`src/b64sc_pkg.sv`:
```
package b64sc_pkg;

   // Default depth of the job queue between front and back end
   localparam int QUEUE_DEPTH_DEFAULT = 2;

   localparam logic       MODE_ENCODE    = 1'b0;
   localparam logic       MODE_DECODE    = 1'b1;
   localparam logic [7:0] PAD_CHAR       = 8'h3D;
   localparam logic [7:0] INVALID_SEXTET = 8'hFF;
   localparam logic [2:0] ENC_GROUP      = 3'd3;
   localparam logic [2:0] DEC_GROUP      = 3'd4;

   // One gathered group, handed from front to back end
   typedef struct packed {
      logic        mode;
      logic [31:0] store;
      logic [2:0]  count;
      logic        last;
   } job_type;

   typedef struct packed {
      logic not_empty;
      logic full;
   } queue_status_type;

   // Map a sextet to its alphabet character
   function automatic logic [7:0] sextet_char(input logic [5:0] v);
      logic [7:0] ch;
      if (v < 6'd26) begin
         ch = 8'h41 + {2'b00, v};
      end else if (v < 6'd52) begin
         ch = 8'h61 + {2'b00, v - 6'd26};
      end else if (v < 6'd62) begin
         ch = 8'h30 + {2'b00, v - 6'd52};
      end else if (v == 6'd62) begin
         ch = 8'h2B;
      end else begin
         ch = 8'h2F;
      end
      return ch;
   endfunction

   // Map a character to its sextet, URL-safe forms included
   function automatic logic [7:0] char_sextet(input logic [7:0] c);
      logic [7:0] s;
      if (c >= 8'h41 && c <= 8'h5A) begin
         s = c - 8'h41;
      end else if (c >= 8'h61 && c <= 8'h7A) begin
         s = c - 8'h61 + 8'd26;
      end else if (c >= 8'h30 && c <= 8'h39) begin
         s = c - 8'h30 + 8'd52;
      end else if (c == 8'h2B || c == 8'h2D) begin
         s = 8'd62;
      end else if (c == 8'h2F || c == 8'h5F) begin
         s = 8'd63;
      end else begin
         s = INVALID_SEXTET;
      end
      return s;
   endfunction

endpackage

```
`src/b64sc_front.sv`:
```
module b64sc_front (
   input  logic                clock,
   input  logic                reset,
   input  logic                csr_write_enable,
   input  logic                csr_write_data,
   input  logic                req_valid,
   input  logic                req_data_byte_accept,
   input  logic [7:0]          req_data_byte,
   input  logic                req_last_item,
   output logic                push_valid,
   output b64sc_pkg::job_type  push_job
);
   import b64sc_pkg::*;

   logic        mode_ff, mode_in;
   logic [31:0] store_ff, store_in;
   logic [1:0]  fill_ff, fill_in;

   logic        accept;
   logic [7:0]  item;
   logic [31:0] merged;
   logic [2:0]  count;
   logic        group_done;

   assign accept = req_valid && req_data_byte_accept;

   // Classify the item: raw byte when encoding, sextet when decoding
   always_comb begin
      item = (mode_ff == MODE_DECODE) ? char_sextet(req_data_byte) : req_data_byte;
      merged = store_ff;
      for (int k = 0; k < 4; k++) begin
         if (fill_ff == 2'(k)) begin
            merged[8*k +: 8] = item;
         end
      end
      count = {1'b0, fill_ff} + 3'd1;
      group_done = req_last_item ||
                   (count == ((mode_ff == MODE_DECODE) ? DEC_GROUP : ENC_GROUP));
   end

   assign push_valid     = accept && group_done;
   assign push_job.mode  = mode_ff;
   assign push_job.store = merged;
   assign push_job.count = count;
   assign push_job.last  = req_last_item;

   // Gather the group; a mode write starts over
   always_comb begin
      mode_in  = mode_ff;
      store_in = store_ff;
      fill_in  = fill_ff;
      if (csr_write_enable) begin
         mode_in  = csr_write_data;
         store_in = '0;
         fill_in  = '0;
      end else if (accept) begin
         if (group_done) begin
            store_in = '0;
            fill_in  = '0;
         end else begin
            store_in = merged;
            fill_in  = count[1:0];
         end
      end
   end

   always_ff @(posedge clock) begin
      if (reset) begin
         mode_ff  <= MODE_ENCODE;
         store_ff <= '0;
         fill_ff  <= '0;
      end else begin
         mode_ff  <= mode_in;
         store_ff <= store_in;
         fill_ff  <= fill_in;
      end
   end

endmodule

```
`src/b64sc_queue.sv`:
```
module b64sc_queue #(
   parameter int DEPTH = b64sc_pkg::QUEUE_DEPTH_DEFAULT
) (
   input  logic                         clock,
   input  logic                         reset,
   input  logic                         push_valid,
   input  b64sc_pkg::job_type           push_job,
   input  logic                         pop,
   output b64sc_pkg::job_type           head_job,
   output b64sc_pkg::queue_status_type  status
);
   import b64sc_pkg::*;

   localparam int PTR_W = (DEPTH > 1) ? $clog2(DEPTH) : 1;
   localparam int CNT_W = $clog2(DEPTH + 1);

   job_type            mem_ff [DEPTH];
   logic [PTR_W-1:0]   wr_ptr_ff, wr_ptr_in;
   logic [PTR_W-1:0]   rd_ptr_ff, rd_ptr_in;
   logic [CNT_W-1:0]   count_ff, count_in;

   assign status.not_empty = (count_ff != '0);
   assign status.full      = (count_ff == CNT_W'(DEPTH));
   assign head_job         = mem_ff[rd_ptr_ff];

   // Advance pointers with wrap at the last slot
   always_comb begin
      wr_ptr_in = wr_ptr_ff;
      rd_ptr_in = rd_ptr_ff;
      count_in  = count_ff;
      if (push_valid) begin
         wr_ptr_in = (wr_ptr_ff == PTR_W'(DEPTH - 1)) ? '0 : wr_ptr_ff + 1'b1;
      end
      if (pop) begin
         rd_ptr_in = (rd_ptr_ff == PTR_W'(DEPTH - 1)) ? '0 : rd_ptr_ff + 1'b1;
      end
      if (push_valid && !pop) begin
         count_in = count_ff + 1'b1;
      end else if (pop && !push_valid) begin
         count_in = count_ff - 1'b1;
      end
   end

   always_ff @(posedge clock) begin
      if (reset) begin
         wr_ptr_ff <= '0;
         rd_ptr_ff <= '0;
         count_ff  <= '0;
      end else begin
         wr_ptr_ff <= wr_ptr_in;
         rd_ptr_ff <= rd_ptr_in;
         count_ff  <= count_in;
      end
   end

   // Store the pushed job
   always_ff @(posedge clock) begin
      if (push_valid) begin
         mem_ff[wr_ptr_ff] <= push_job;
      end
   end

`ifndef NO_ASSERTIONS
   a_no_overfill: assert property (@(posedge clock) disable iff (reset)
      count_ff <= CNT_W'(DEPTH))
      else $error("job queue holds more than its depth");
   a_no_push_full: assert property (@(posedge clock) disable iff (reset)
      !(push_valid && status.full))
      else $error("job pushed into a full queue");
   a_no_pop_empty: assert property (@(posedge clock) disable iff (reset)
      !(pop && !status.not_empty))
      else $error("job popped from an empty queue");
   a_count_steps: assert property (@(posedge clock) disable iff (reset)
      (push_valid && !pop) |=> (count_ff == $past(count_ff) + 1'b1))
      else $error("queue count missed a push");
`endif

endmodule

```
`src/b64sc_back.sv`:
```
module b64sc_back (
   input  logic                         clock,
   input  logic                         reset,
   input  b64sc_pkg::job_type           head_job,
   input  b64sc_pkg::queue_status_type  status,
   output logic                         pop,
   output logic                         rsp_valid,
   input  logic                         rsp_stall,
   output logic [7:0]                   rsp_out_byte,
   output logic                         rsp_out_last,
   output logic                         rsp_no_data
);
   import b64sc_pkg::*;

   // Current job, expanded into its result list
   logic       slot_busy_ff, slot_busy_in;
   logic [1:0] slot_idx_ff, slot_idx_in;
   logic [2:0] slot_cnt_ff;
   logic [7:0] slot_byte_ff [4];
   logic       slot_last_ff;
   logic       slot_nd_ff;

   logic       rsp_valid_ff;
   logic [7:0] rsp_byte_ff;
   logic       rsp_last_ff;
   logic       rsp_nd_ff;

   logic       out_free, emit, final_entry, slot_free;

   logic [7:0] ld_byte [4];
   logic [2:0] ld_cnt;
   logic       ld_nd;
   logic [7:0] it [4];
   logic [7:0] v [4];
   logic [7:0] byt [3];
   logic [5:0] s [4];
   logic [2:0] pos;

   // Expand the head job into up to four results
   always_comb begin
      for (int k = 0; k < 4; k++) begin
         it[k] = head_job.store[8*k +: 8];
         ld_byte[k] = '0;
      end
      ld_cnt = '0;
      ld_nd  = 1'b0;
      pos    = '0;
      s[0] = it[0][7:2];
      s[1] = {it[0][1:0], it[1][7:4]};
      s[2] = {it[1][3:0], it[2][7:6]};
      s[3] = it[2][5:0];
      for (int k = 0; k < 4; k++) begin
         v[k] = (3'(k) < head_job.count) ? it[k] : INVALID_SEXTET;
      end
      byt[0] = {v[0][5:0], v[1][5:4]};
      byt[1] = {v[1][3:0], v[2][5:2]};
      byt[2] = {v[2][1:0], v[3][5:0]};
      if (head_job.mode == MODE_ENCODE) begin
         for (int k = 0; k < 4; k++) begin
            ld_byte[k] = (3'(k) <= head_job.count) ? sextet_char(s[k]) : PAD_CHAR;
         end
         ld_cnt = 3'd4;
      end else begin
         // Drop each byte whose trailing sextet is invalid
         for (int k = 0; k < 3; k++) begin
            if (v[k+1] != INVALID_SEXTET) begin
               ld_byte[pos[1:0]] = byt[k];
               pos = pos + 3'd1;
            end
         end
         ld_cnt = pos;
         if (head_job.last && pos == 3'd0) begin
            ld_nd  = 1'b1;
            ld_cnt = 3'd1;
         end
      end
   end

   assign out_free    = !rsp_valid_ff || !rsp_stall;
   assign emit        = slot_busy_ff && out_free;
   assign final_entry = ({1'b0, slot_idx_ff} + 3'd1) == slot_cnt_ff;
   assign slot_free   = !slot_busy_ff || (emit && final_entry);
   assign pop         = slot_free && status.not_empty;

   // Advance through the result list, load the next job behind the last one
   always_comb begin
      slot_busy_in = slot_busy_ff;
      slot_idx_in  = slot_idx_ff;
      if (pop) begin
         slot_busy_in = (ld_cnt != 3'd0);
         slot_idx_in  = '0;
      end else if (emit) begin
         if (final_entry) begin
            slot_busy_in = 1'b0;
         end
         slot_idx_in = slot_idx_ff + 2'd1;
      end
   end

   always_ff @(posedge clock) begin
      if (reset) begin
         slot_busy_ff <= 1'b0;
         slot_idx_ff  <= '0;
         rsp_valid_ff <= 1'b0;
      end else begin
         slot_busy_ff <= slot_busy_in;
         slot_idx_ff  <= slot_idx_in;
         if (emit) begin
            rsp_valid_ff <= 1'b1;
         end else if (out_free) begin
            rsp_valid_ff <= 1'b0;
         end
      end
   end

   // Hold job payload and output payload
   always_ff @(posedge clock) begin
      if (pop) begin
         for (int k = 0; k < 4; k++) begin
            slot_byte_ff[k] <= ld_byte[k];
         end
         slot_cnt_ff  <= ld_cnt;
         slot_last_ff <= head_job.last;
         slot_nd_ff   <= ld_nd;
      end
      if (emit) begin
         rsp_byte_ff <= slot_byte_ff[slot_idx_ff];
         rsp_last_ff <= slot_last_ff && final_entry;
         rsp_nd_ff   <= slot_nd_ff;
      end
   end

   assign rsp_valid    = rsp_valid_ff;
   assign rsp_out_byte = rsp_byte_ff;
   assign rsp_out_last = rsp_last_ff;
   assign rsp_no_data  = rsp_nd_ff;

`ifndef NO_ASSERTIONS
   a_nd_is_last: assert property (@(posedge clock) disable iff (reset)
      (rsp_valid && rsp_no_data) |-> rsp_out_last)
      else $error("end-only transaction without end mark");
   a_idx_in_range: assert property (@(posedge clock) disable iff (reset)
      slot_busy_ff |-> ({1'b0, slot_idx_ff} < slot_cnt_ff))
      else $error("result index beyond result count");
`endif

endmodule

```
`src/base64_stream_codec.sv`:
```
// Channel   Ports                                   Direction  Transaction
// req       req_valid req_stall req_data_byte        in         one byte or character
//           req_last_item
// rsp       rsp_valid rsp_stall rsp_out_byte         out        one character or byte
//           rsp_out_last rsp_no_data
// csr       csr_write_enable csr_write_data          in         codec_mode write
//
// Requests are taken one per cycle while the job queue has room; results leave
// one per cycle from the back end's output register while rsp_stall is low.
// The first result of a group passes through the job queue, the back end's slot
// and its output register after the edge that accepts its closing request.
// Reset (synchronous) selects encode mode and empties group, queue and output.
// A stalled response holds the back end; requests stall once the queue is full.
module base64_stream_codec #(
   parameter int QUEUE_DEPTH = b64sc_pkg::QUEUE_DEPTH_DEFAULT
) (
   input  logic       clock,
   input  logic       reset,
   input  logic       req_valid,
   output logic       req_stall,
   input  logic [7:0] req_data_byte,
   input  logic       req_last_item,
   output logic       rsp_valid,
   input  logic       rsp_stall,
   output logic [7:0] rsp_out_byte,
   output logic       rsp_out_last,
   output logic       rsp_no_data,
   input  logic       csr_write_enable,
   input  logic       csr_write_data
);
   import b64sc_pkg::*;

   logic             push_valid;
   job_type          push_job;
   job_type          head_job;
   queue_status_type status;
   logic             pop;

   assign req_stall = status.full;

   b64sc_front u_front (
      .clock                (clock),
      .reset                (reset),
      .csr_write_enable     (csr_write_enable),
      .csr_write_data       (csr_write_data),
      .req_valid            (req_valid),
      .req_data_byte_accept (!status.full),
      .req_data_byte        (req_data_byte),
      .req_last_item        (req_last_item),
      .push_valid           (push_valid),
      .push_job             (push_job)
   );

   b64sc_queue #(
      .DEPTH (QUEUE_DEPTH)
   ) u_queue (
      .clock      (clock),
      .reset      (reset),
      .push_valid (push_valid),
      .push_job   (push_job),
      .pop        (pop),
      .head_job   (head_job),
      .status     (status)
   );

   b64sc_back u_back (
      .clock        (clock),
      .reset        (reset),
      .head_job     (head_job),
      .status       (status),
      .pop          (pop),
      .rsp_valid    (rsp_valid),
      .rsp_stall    (rsp_stall),
      .rsp_out_byte (rsp_out_byte),
      .rsp_out_last (rsp_out_last),
      .rsp_no_data  (rsp_no_data)
   );

endmodule

```
`config.mk`:
```
export PLATFORM = sky130hd
export DESIGN_NAME = base64_stream_codec
export DESIGN_NICKNAME = d
export VERILOG_FILES = /design/src/b64sc_pkg.sv /design/src/b64sc_front.sv /design/src/b64sc_queue.sv /design/src/b64sc_back.sv /design/src/base64_stream_codec.sv
export SDC_FILE = /design/constraint.sdc
export NUM_CORES = 1
export LEC_CHECK = 0
export BUFFER_PORTS_ARGS = -buffer_cell sky130_fd_sc_hd__buf_2
export CAP_MARGIN = 25
export CORE_MARGIN = 5
export CORE_UTILIZATION = 47
export CTS_CLUSTER_SIZE = 28
export DETAILED_ROUTE_END_ITERATION = 8
export PLACE_DENSITY_LB_ADDON = 0.3
export SLEW_MARGIN = 40
export SYNTH_ARGS = -nofsm -noshare
export SYNTH_HDL_FRONTEND = slang
export SYNTH_SLANG_ARGS = --single-unit
```
`constraint.sdc`:
```
create_clock -name clock -period 5.9 [get_ports clock]
set_input_delay 0.59 -clock clock [delete_from_list [all_inputs] [get_ports clock]]
set_output_delay 0.59 -clock clock [all_outputs]
set_load 0.005 [all_outputs]
```
==> After elaboration in Yosys (flattened, before gate mapping) <==
Memories as Yosys holds them, arrays and structs flattened. A register that Yosys moved wholly into a read port is not among the register bits.
Cells that the tools add are included.
{ "totals": {"register_bits": 50, "ramBits": 106, "out_inout_bits": 12, "wordCells": 208, "n_memories": 2} }
{ "op_classes": {"add_sub_neg": 34, "order_cmp": 30, "n_eq_ne": 17, "muxes": 73, "bitwise": 2, "n_reduce_logical": 36} }
{ "mem_list": {"columns": ["memory", "depth", "word_bits", "read_ports", "rd_clocked_by_memory_dff", "write_ports", "line", "text"], "rows": [
  ["u_queue.mem_ff", 2, 37, 1, 1, 1, "b64sc_queue.sv:17", "job_type mem_ff [DEPTH];"],
  ["u_back.slot_byte_ff", 4, 8, 1, 1, 4, "b64sc_back.sv:19", "logic [7:0] slot_byte_ff [4];"]
]} }
{ "op_table": {"columns": ["op", "count"], "rows": [
  ["two-way mux 8 bit", 33],
  ["two-way mux 32 bit", 5],
  ["adder 7 x 6 -> 8 bit (first input constant)", 8],
  ["bitwise mux 32 bit", 2],
  ["less-than comparator 6 bit (second input constant)", 8],
  ["two-way mux 3 bit", 12],
  ["demux 8 bit (select 2 bit)", 2],
  ["adder 6 x 6 -> 7 bit (first input constant)", 4],
  ["equality test 6 bit (second input constant)", 4],
  ["equality test 8 x 6 -> 1 bit (second input constant)", 3],
  ["less-than comparator 6 x 5 -> 1 bit (second input constant)", 4],
  ["!= test 8 bit (second input constant)", 3],
  ["subtractor 6 x 5 -> 6 bit (second input constant)", 4],
  ["subtractor 6 bit (second input constant)", 4],
  [">= comparator 8 x 7 -> 1 bit (second input constant)", 2],
  ["<= comparator 8 x 7 -> 1 bit (second input constant)", 2],
  ["subtractor 8 x 7 -> 8 bit (second input constant)", 2],
  ["two-way mux 1 bit", 15],
  ["logical AND 1 bit", 14],
  ["nonzero test 2 bit", 5],
  ["adder 8 x 5 -> 8 bit (second input constant)", 1],
  ["adder 8 x 6 -> 8 bit (second input constant)", 1],
  ["equality test 8 x 7 -> 1 bit (second input constant)", 1],
  [">= comparator 8 x 6 -> 1 bit (second input constant)", 1],
  ["other kinds (26)", 52]
]} }

==> Depth between registers and ports, before layout <==
Gate-level depths: netlist of run 1.
{ "depth": {"word_depth": 17, "mapped_depth": 14, "ltp_nobuf": 10} }

==> By module <==
Synthesis of run 1 repeated with hierarchy kept, for this count alone.
{ "hier_totals": {"cells_unflattened": 920, "area_unflattened_um2": 9982.1} }
{ "modules_own_cells": {"columns": ["module", "n_inst", "cells_per_inst", "area_per_inst_um2"], "rows": [
  ["b64sc_back", 1, 498, 4704.5],
  ["b64sc_queue", 1, 137, 2887.8],
  ["b64sc_front", 1, 284, 2386.0],
  ["base64_stream_codec", 1, 1, 3.8]
]} }

==> Worst setup path before layout of run 1 <==
Ideal clock, no wire load.
{ "synth_path": {"path_type": "register to register", "startpoint": "reg u_back.slot_idx_ff[0]", "endpoint": "reg u_queue.count_ff[1]", "t_arrival_ps": 3772, "required_time_ps": 5829, "setup_slack_ps": 2057, "path_stages_with_launch": 10, "period_less_slack_ps": 3843, "path_cell_list": "dfxtp_1 ha_1 xor2_1 nor3_1 a21boi_0 nor2_1 inv_1 ha_1 or3_1 a21oi_1"} }
{ "synth_via": {"elab_chain_len": 8} }
{ "synth_lines": {"columns": ["item", "line", "text"], "rows": [
  ["start: declaration", "b64sc_back.sv:17", "logic [1:0] slot_idx_ff, slot_idx_in;"],
  ["start signal: assignment", "b64sc_back.sv:107", "slot_idx_ff <= slot_idx_in;"],
  ["adder 2 x 1 -> 3 bit (*)", "b64sc_back.sv:81", "assign final_entry = ({1'b0, slot_idx_ff} + 3'd1) == slot_cnt_ff;"],
  ["equality test 3 bit (*)", "b64sc_back.sv:81", null],
  ["logical AND 1 bit (*)", "b64sc_back.sv:82", "assign slot_free = !slot_busy_ff || (emit && final_entry);"],
  ["logical OR 1 bit (*)", "b64sc_back.sv:82", null],
  ["logical AND 1 bit (*)", "b64sc_back.sv:83", "assign pop = slot_free && status.not_empty;"],
  ["named net pop", "base64_stream_codec.sv:37", "logic pop;"],
  ["zero test 1 bit", "b64sc_queue.sv:37", "if (push_valid && !pop) begin"],
  ["logical AND 1 bit", "b64sc_queue.sv:37", null],
  ["two-way mux 2 bit / nonzero test 2 bit (equally long branches)", null, null],
  ["end signal: assignment", "b64sc_queue.sv:52", "count_ff <= count_in;"],
  ["end: declaration", "b64sc_queue.sv:20", "logic [CNT_W-1:0] count_ff, count_in;"]
]} }
The timed path passes the listed nets; every way through them passes the cells marked *.
A chain may end at the register's enable or synchronous reset.

==> summary.txt, run 1 <==
Status
  • Outcome: complete, no violations

CTS
  • Hold_buf cts: 0
  • CTS Root Buffer Type: clkbuf_16
  • Clock Latency Late Sink: 0.44 ns
  • Clock transition at the registers of the reported paths: 0.07 ns
  • Post-CTS Resized: 0
  • Clk sinks: 165
  • Cts bufs inserted: 17
  • CTS tree: built
  • # H-tree levels: 4
  • Postcts setup bufs: 0
  • CTS Buffer Depth: 2

Power
  • Logic pwr share: 43.1%
  • Switch share: 38.44%
  • PwrDens: 443.2 nW/um2
  • Reg power frac: 34.5%
  • Leakage: 4.074 nW
  • Power Total: 4.922 mW
  • Psw: 1.892 mW
  • Power share of the clock group: roughly 22%
  • Pint: 3.030 mW
  • Worst vdd ir: 228.2 uV

Place
  • GP Congestion: 0.9140
  • Placed cells: 1226
  • DP HPWL: 18.39 mm
  • Port buffer count: 26

Synthesis
  • Post-synth EDFFs: roughly 120
  • Largest area contributor in the netlist: edfxtp_1
  • Asr flop ratio synth: 0%
  • Sequential fraction of the synthesis area: 44.51%
  • Yosys warns: 0
  • Yosys top cell area share: about 36%
  • Post-Synthesis Cells: ~960
  • Count leader, synth: edfxtp_1
  • Yosys cell types: 89
  • Top post-synthesis cells by count: edfxtp_1 (121), nand2_1 (83), ha_1 (56)
  • Post-Syn Area: 10140 um2
  • Synth Register Bits: 165
  • Synth top area cells: edfxtp_1 (36%), dfxtp_1 (8.7%), ha_1 (6.9%)
  • Avg Cell Area, Syn: 10.55 um2
  • Ys flop type: edfxtp_1
  • Post-Syn Nets: between 1000 and 1500

Timing
  • Fin crit period: 3.729 ns
  • Hold_ws: 0.3892 ns
  • Final hold vios: 0
  • Achievable Freq: 268.2 MHz
  • RSZ-0062 raised after global routing: false
  • Worst slew pin tran: between 0.7 and 0.8 ns
  • Final period util: 63.20%
  • Setup TNS: 0 ns
  • Slew HR: 45.80%
  • Final setup vio count: 0
  • Final Skew: 0.02139 ns
  • Max-slew violation count: 0

GRT
  • Busiest layer in global routing: met2
  • Met3 Track Usage GR: 3.547%
  • Initial antenna violation count: 0
  • Total track usage: 20.71%
  • Met1 usage: 29.25%
  • Overflow after GRT: 0
  • First-pass GRT wire length: about 40 mm
  • Largest net degree at the start of global routing: 65
  • Number of global-route vias before repair: between 7000 and 8000
  • GR Util met2: 32.38%

Route
  • Routed wire length: roughly 25 mm
  • Drt wl/cell: 19.89 um
  • Vias per inst: between 5 and 6
  • Initial detailed-routing violation count: 730
  • Residual DRC: 0
  • ANT nets after route: 0
  • Drt first pass iters: 5
  • DR vias: 7507

Floorplan
  • Num rows: 53
  • Die width: around 160 um
  • I/O pin count: 27
  • Area of the core: 21150 um2
  • Die Ht: 156.9 um
  • Initial Util: 47.94%
  • Die area: between 20000 and 25000 um2

Finish
  • Filler Cell Count: ~1900
  • Fin util: 52.50%
  • Final net count: 1041
  • Fin cells: 1258
  • Share of layout cells above drive strength 1: about 14%
  • Area Overhead vs Synth: 9.511%
  • Number of antenna cells inserted: 0

Worst setup path
  • CP Data Required Time: between 6 and 7 ns
  • Crit path max fanout: between 60 and 70
  • Crit path DAT: 3.89 ns
  • WS Path Type: flip-flop to flip-flop
  • CP Capture Type: flip-flop
  • CP Launch Type: flip-flop

Worst hold path
  • Min-Delay Path Class: input port to flip-flop
  • Worst Hold Launch: req_last_item

Job
  • Max-cap violations: 0
==> worst paths after layout <==
kind                          endpoint  slack, ns  cells past startpoint
max          u_back.slot_byte_ff[3][5]       2.17                      9
min reg2reg         u_back.rsp_no_data       0.42                      0
max reg2reg  u_back.slot_byte_ff[3][5]       2.17                      9
min               u_queue.mem_ff[1][0]       0.39                      1
==> critical path, cell delays in order (launching register included) <==
cell     delay (ns)
dfxtp_2        0.53
buf_12         0.34
mux2i_1        0.66
inv_1          0.25
ha_1           0.32
a21oi_1        0.21
xnor2_1        0.18
or4_1          0.54
a32oi_1        0.28
o21ai_1        0.13
==> state kept, by name (all words and copies together) (netlist names), 2 cells and up, named ones only <==
register / count
u_back.rsp_out_byte: 8
u_queue.count_ff: 2
u_front.fill_ff: 2
u_back.slot_byte_ff: 32
u_front.store_ff: 32
u_queue.mem_ff: 74
u_back.slot_cnt_ff: 3
u_back.slot_idx_ff: 2
==> final cells by class <==
type / count / area [um2] / share of cell area [%]
Clock buffer: 21 / 471.7 / 4.247
Clock inverter: 11 / 113.9 / 1.025
Inverter: 45 / 168.9 / 1.521
Multi-Input combinational cell: 708 / 5281 / 47.55
Sequential cell: 165 / 4517 / 40.67
Tap cell: 275 / 344.1 / 3.098
Timing Repair Buffer: 33 / 210.2 / 1.893
==> metal layers <==
metal	share of wire [%]	wire length [um]
met5	0	0
met4	2.7	667
met3	5.1	1286
met2	46	11540
met1	46	11530
==> placed cells by master (no fill, tap or decap), types with 13 or more instances in the layout <==
cell type,Yosys,final
nand3_1,27,27
o211ai_1,16,16
o21ai_0,41,40
edfxtp_1,121,121
a21oi_1,48,47
inv_1,42,42
xnor2_1,33,33
nand2_1,83,83
a31oi_1,15,13
buf_2,10,26
clkbuf_16,0,18
dfxtp_1,44,42
xor2_1,13,13
mux2_2,30,30
nor2_1,54,52
mux2i_1,23,21
ha_1,56,56
a22o_1,23,23
nor3_1,16,16
==> per-stage QoR <==
step | setup slack (ns) | area [um2]
6_report | 2.171 | 11110
5_1_grt | 1.964 | 11110
4_1_cts | 2.203 | 11100
3_5_place_dp | 2.249 | 10510
3_3_place_gp | 2.075 | 10470
2_1_floorplan | 2.057 | 10140
==> kinds of logic after synthesis <==
kind of cell / count (synthesis) / synth area share (%)
muxes: 67 / 8.463
AOI/OAI and AO/OA: 275 / 19.27
buffers and inverters: 88 / 3.837
and+or+nand+nor: 264 / 13.04
xor gates and xnor gates: 46 / 3.972
adders and majority gates: 56 / 6.908
DFF: 165 / 44.51
==> power by group through the flow <==
stage | Sequential [mW] | Combinational (mW) | Clock, mW
floorplan | 1.66 | 1.63 | 0
global placement | 1.72 | 2.07 | 0
detailed placement | 1.73 | 2.09 | 0
CTS | 1.70 | 2.10 | 1.12
global route | 1.72 | 2.34 | 1.17
finish | 1.70 | 2.12 | 1.10
No activity file was read; power rests on OpenSTA's default activity.
==> run 2: changes to the inputs <==
==> constraint.sdc (replaced) <==
create_clock -name clock -period 3.5 [get_ports clock]
set_input_delay 0.35 -clock clock [delete_from_list [all_inputs] [get_ports clock]]
set_output_delay 0.35 -clock clock [all_outputs]
set_load 0.005 [all_outputs]
==> summary.txt, run 2 (synthesis gave the netlist of run 1 again) <==
Timing
  • Final setup vio count: 0
  • RSZ-0062 raised after global routing: false
  • Setup TNS: 0 ns
  • Max-slew violation count: 0
  • Fin crit period: 3.301 ns
  • Final hold vios: 0
  • Slew HR: between 40% and 50%
  • Final period util: 94.32%
  • Worst slew pin tran: between 0.7 and 0.8 ns
  • Achievable Freq: roughly 300 MHz
  • Final Skew: 0.01320 ns

Worst setup path
  • CP Launch Type: flip-flop
  • Crit path DAT: between 3 and 4 ns
  • R2R Setup Slk: 0.20 ns
  • WS Path Type: flip-flop to flip-flop
  • CP Capture Type: flip-flop
  • CP Data Required Time: ~3.6 ns
  • Crit path max fanout: 20

Power
  • Pint: 5.193 mW
  • Power share of the clock group: 22.6%
  • Worst vdd ir: 415.4 uV
  • Power Total: 8.505 mW
  • PwrDens: 748.4 nW/um2
  • Reg power frac: between 30% and 40%
  • Logic pwr share: 44.1%
  • Switch share: between 30 and 40%
  • Leakage: roughly 4.3 nW
  • Psw: 3.312 mW

GRT
  • First-pass GRT wire length: 38.99 mm
  • Number of global-route vias before repair: 7212
  • Overflow after GRT: 0
  • Total track usage: 20.35%
  • Initial antenna violation count: 1
  • Largest net degree at the start of global routing: 41

Floorplan
  • Die area: 24620 um2
  • Die width: roughly 160 um
  • Initial Util: 47.94%
  • Area of the core: roughly 21000 um2
  • Die Ht: 156.9 um
  • Num rows: 53
  • I/O pin count: 27

Finish
  • Area Overhead vs Synth: 12.05%
  • Fin cells: 1296
  • Largest reg by FF count: u_queue.mem_ff
  • Fin util: 53.72%
  • Biggest regs: u_queue.mem_ff x74, u_back.slot_byte_ff x32, u_front.store_ff x32
  • Commonest non-fill, non-tap cell in the layout: edfxtp_1
  • Max reg flops: 74
  • Filler Cell Count: roughly 1800
  • Most frequent cells in the layout: edfxtp_1 (121), nand2_1 (83), ha_1 (56)
  • Final net count: between 1000 and 1500
  • Number of antenna cells inserted: 0
  • Share of layout cells above drive strength 1: 16.85%

CTS
  • Post-CTS Resized: 0
  • Clk sinks: 165
  • Clock transition at the registers of the reported paths: 0.07 ns
  • CTS tree: built
  • CTS Root Buffer Type: clkbuf_16
  • Cts bufs inserted: 17
  • Postcts setup bufs: 0
  • CTS Buffer Depth: 2
  • Clock Latency Late Sink: 0.44 ns
  • # H-tree levels: 4
  • Hold_buf cts: 0

Route
  • Routed wire length: between 20 and 25 mm
  • Drt wl/cell: 19.26 um
  • Drt first pass iters: 5
  • ANT nets after route: 0
  • Residual DRC: 0
  • DR vias: 7768
  • Vias per inst: 5.994
  • Initial detailed-routing violation count: 715

Place
  • DP HPWL: about 19 mm
  • GP Congestion: 0.9321
  • Port buffer count: 26
  • Placed cells: 1264

Worst hold path
  • Min-Delay Path Class: input port to flip-flop

Status
  • Outcome: complete, no violations

Job
  • Max-cap violations: 0
==> run 2: changes by cell type in the layout (fill, tap and decap cells not counted), sizes merged <==
cell	change
clkbuf	-4
inv	+1
buf	+38
clkinv	+3
==> run 2: stage by stage <==
stage	hold slack (ns)	area, um2	worst slack (ns)
finish	0.1359	11360	0.1986
global placement	0.4089	10750	0.2689
floorplan	0.4003	10150	0.2181
CTS	0.1123	11360	0.1973
detailed placement	0.4191	10750	0.2052
global route	0.1465	11360	0.008566
==> run 2: final timing paths <==
path	startpoint	endpoint	cells past startpoint
setup reg to reg	flip-flop	u_back.slot_byte_ff[1][6]	9
hold / removal	req_last_item	u_queue.mem_ff[0][0]	1
hold reg to reg	u_back.slot_nd_ff	u_back.rsp_no_data	0
setup / recovery	flip-flop	u_back.slot_byte_ff[1][6]	9
==> run 2: power groups by stage <==
stage	clock network [mW]	registers [mW]	logic, mW
after floorplan	0	2.78	2.76
after global placement	0	2.87	3.66
after detailed placement	0	2.89	3.69
after CTS	1.96	2.84	3.71
after global routing	2.04	2.87	4.07
final	1.92	2.83	3.75
==> run 2: worst max-delay path, stage by stage (launching register included) <==
cell       delay, ns
dfxtp_2         0.62
buf_4           0.37
mux2i_1         0.27
buf_4           0.20
ha_1            0.21
xor2_1          0.28
and3b_1         0.32
a2111oi_0       0.15
o21ai_0         0.33
o311ai_0        0.24
==> run 2: cell type report <==
class                   count  area [um2]  area share [%]
multi-input cells         708        5258           46.26
clock inverters            15       185.2           1.629
well taps                 275       344.1           3.028
flip-flops and latches    165        4516           39.73
clock buffers              17       425.4           3.743
inverters                  45       168.9           1.486
repair buffers             71       467.9           4.118
==> run 2: layer usage <==
layer | vias up | wire [um] | track usage (%)
li1 | 3740 | - | -
met1 | 3759 | 11200 | 27.82
met2 | 223 | 12010 | 33.73
met3 | 44 | 1235 | 2.750
met4 | 2 | 499 | 6.529
met5 | - | 12 | 0
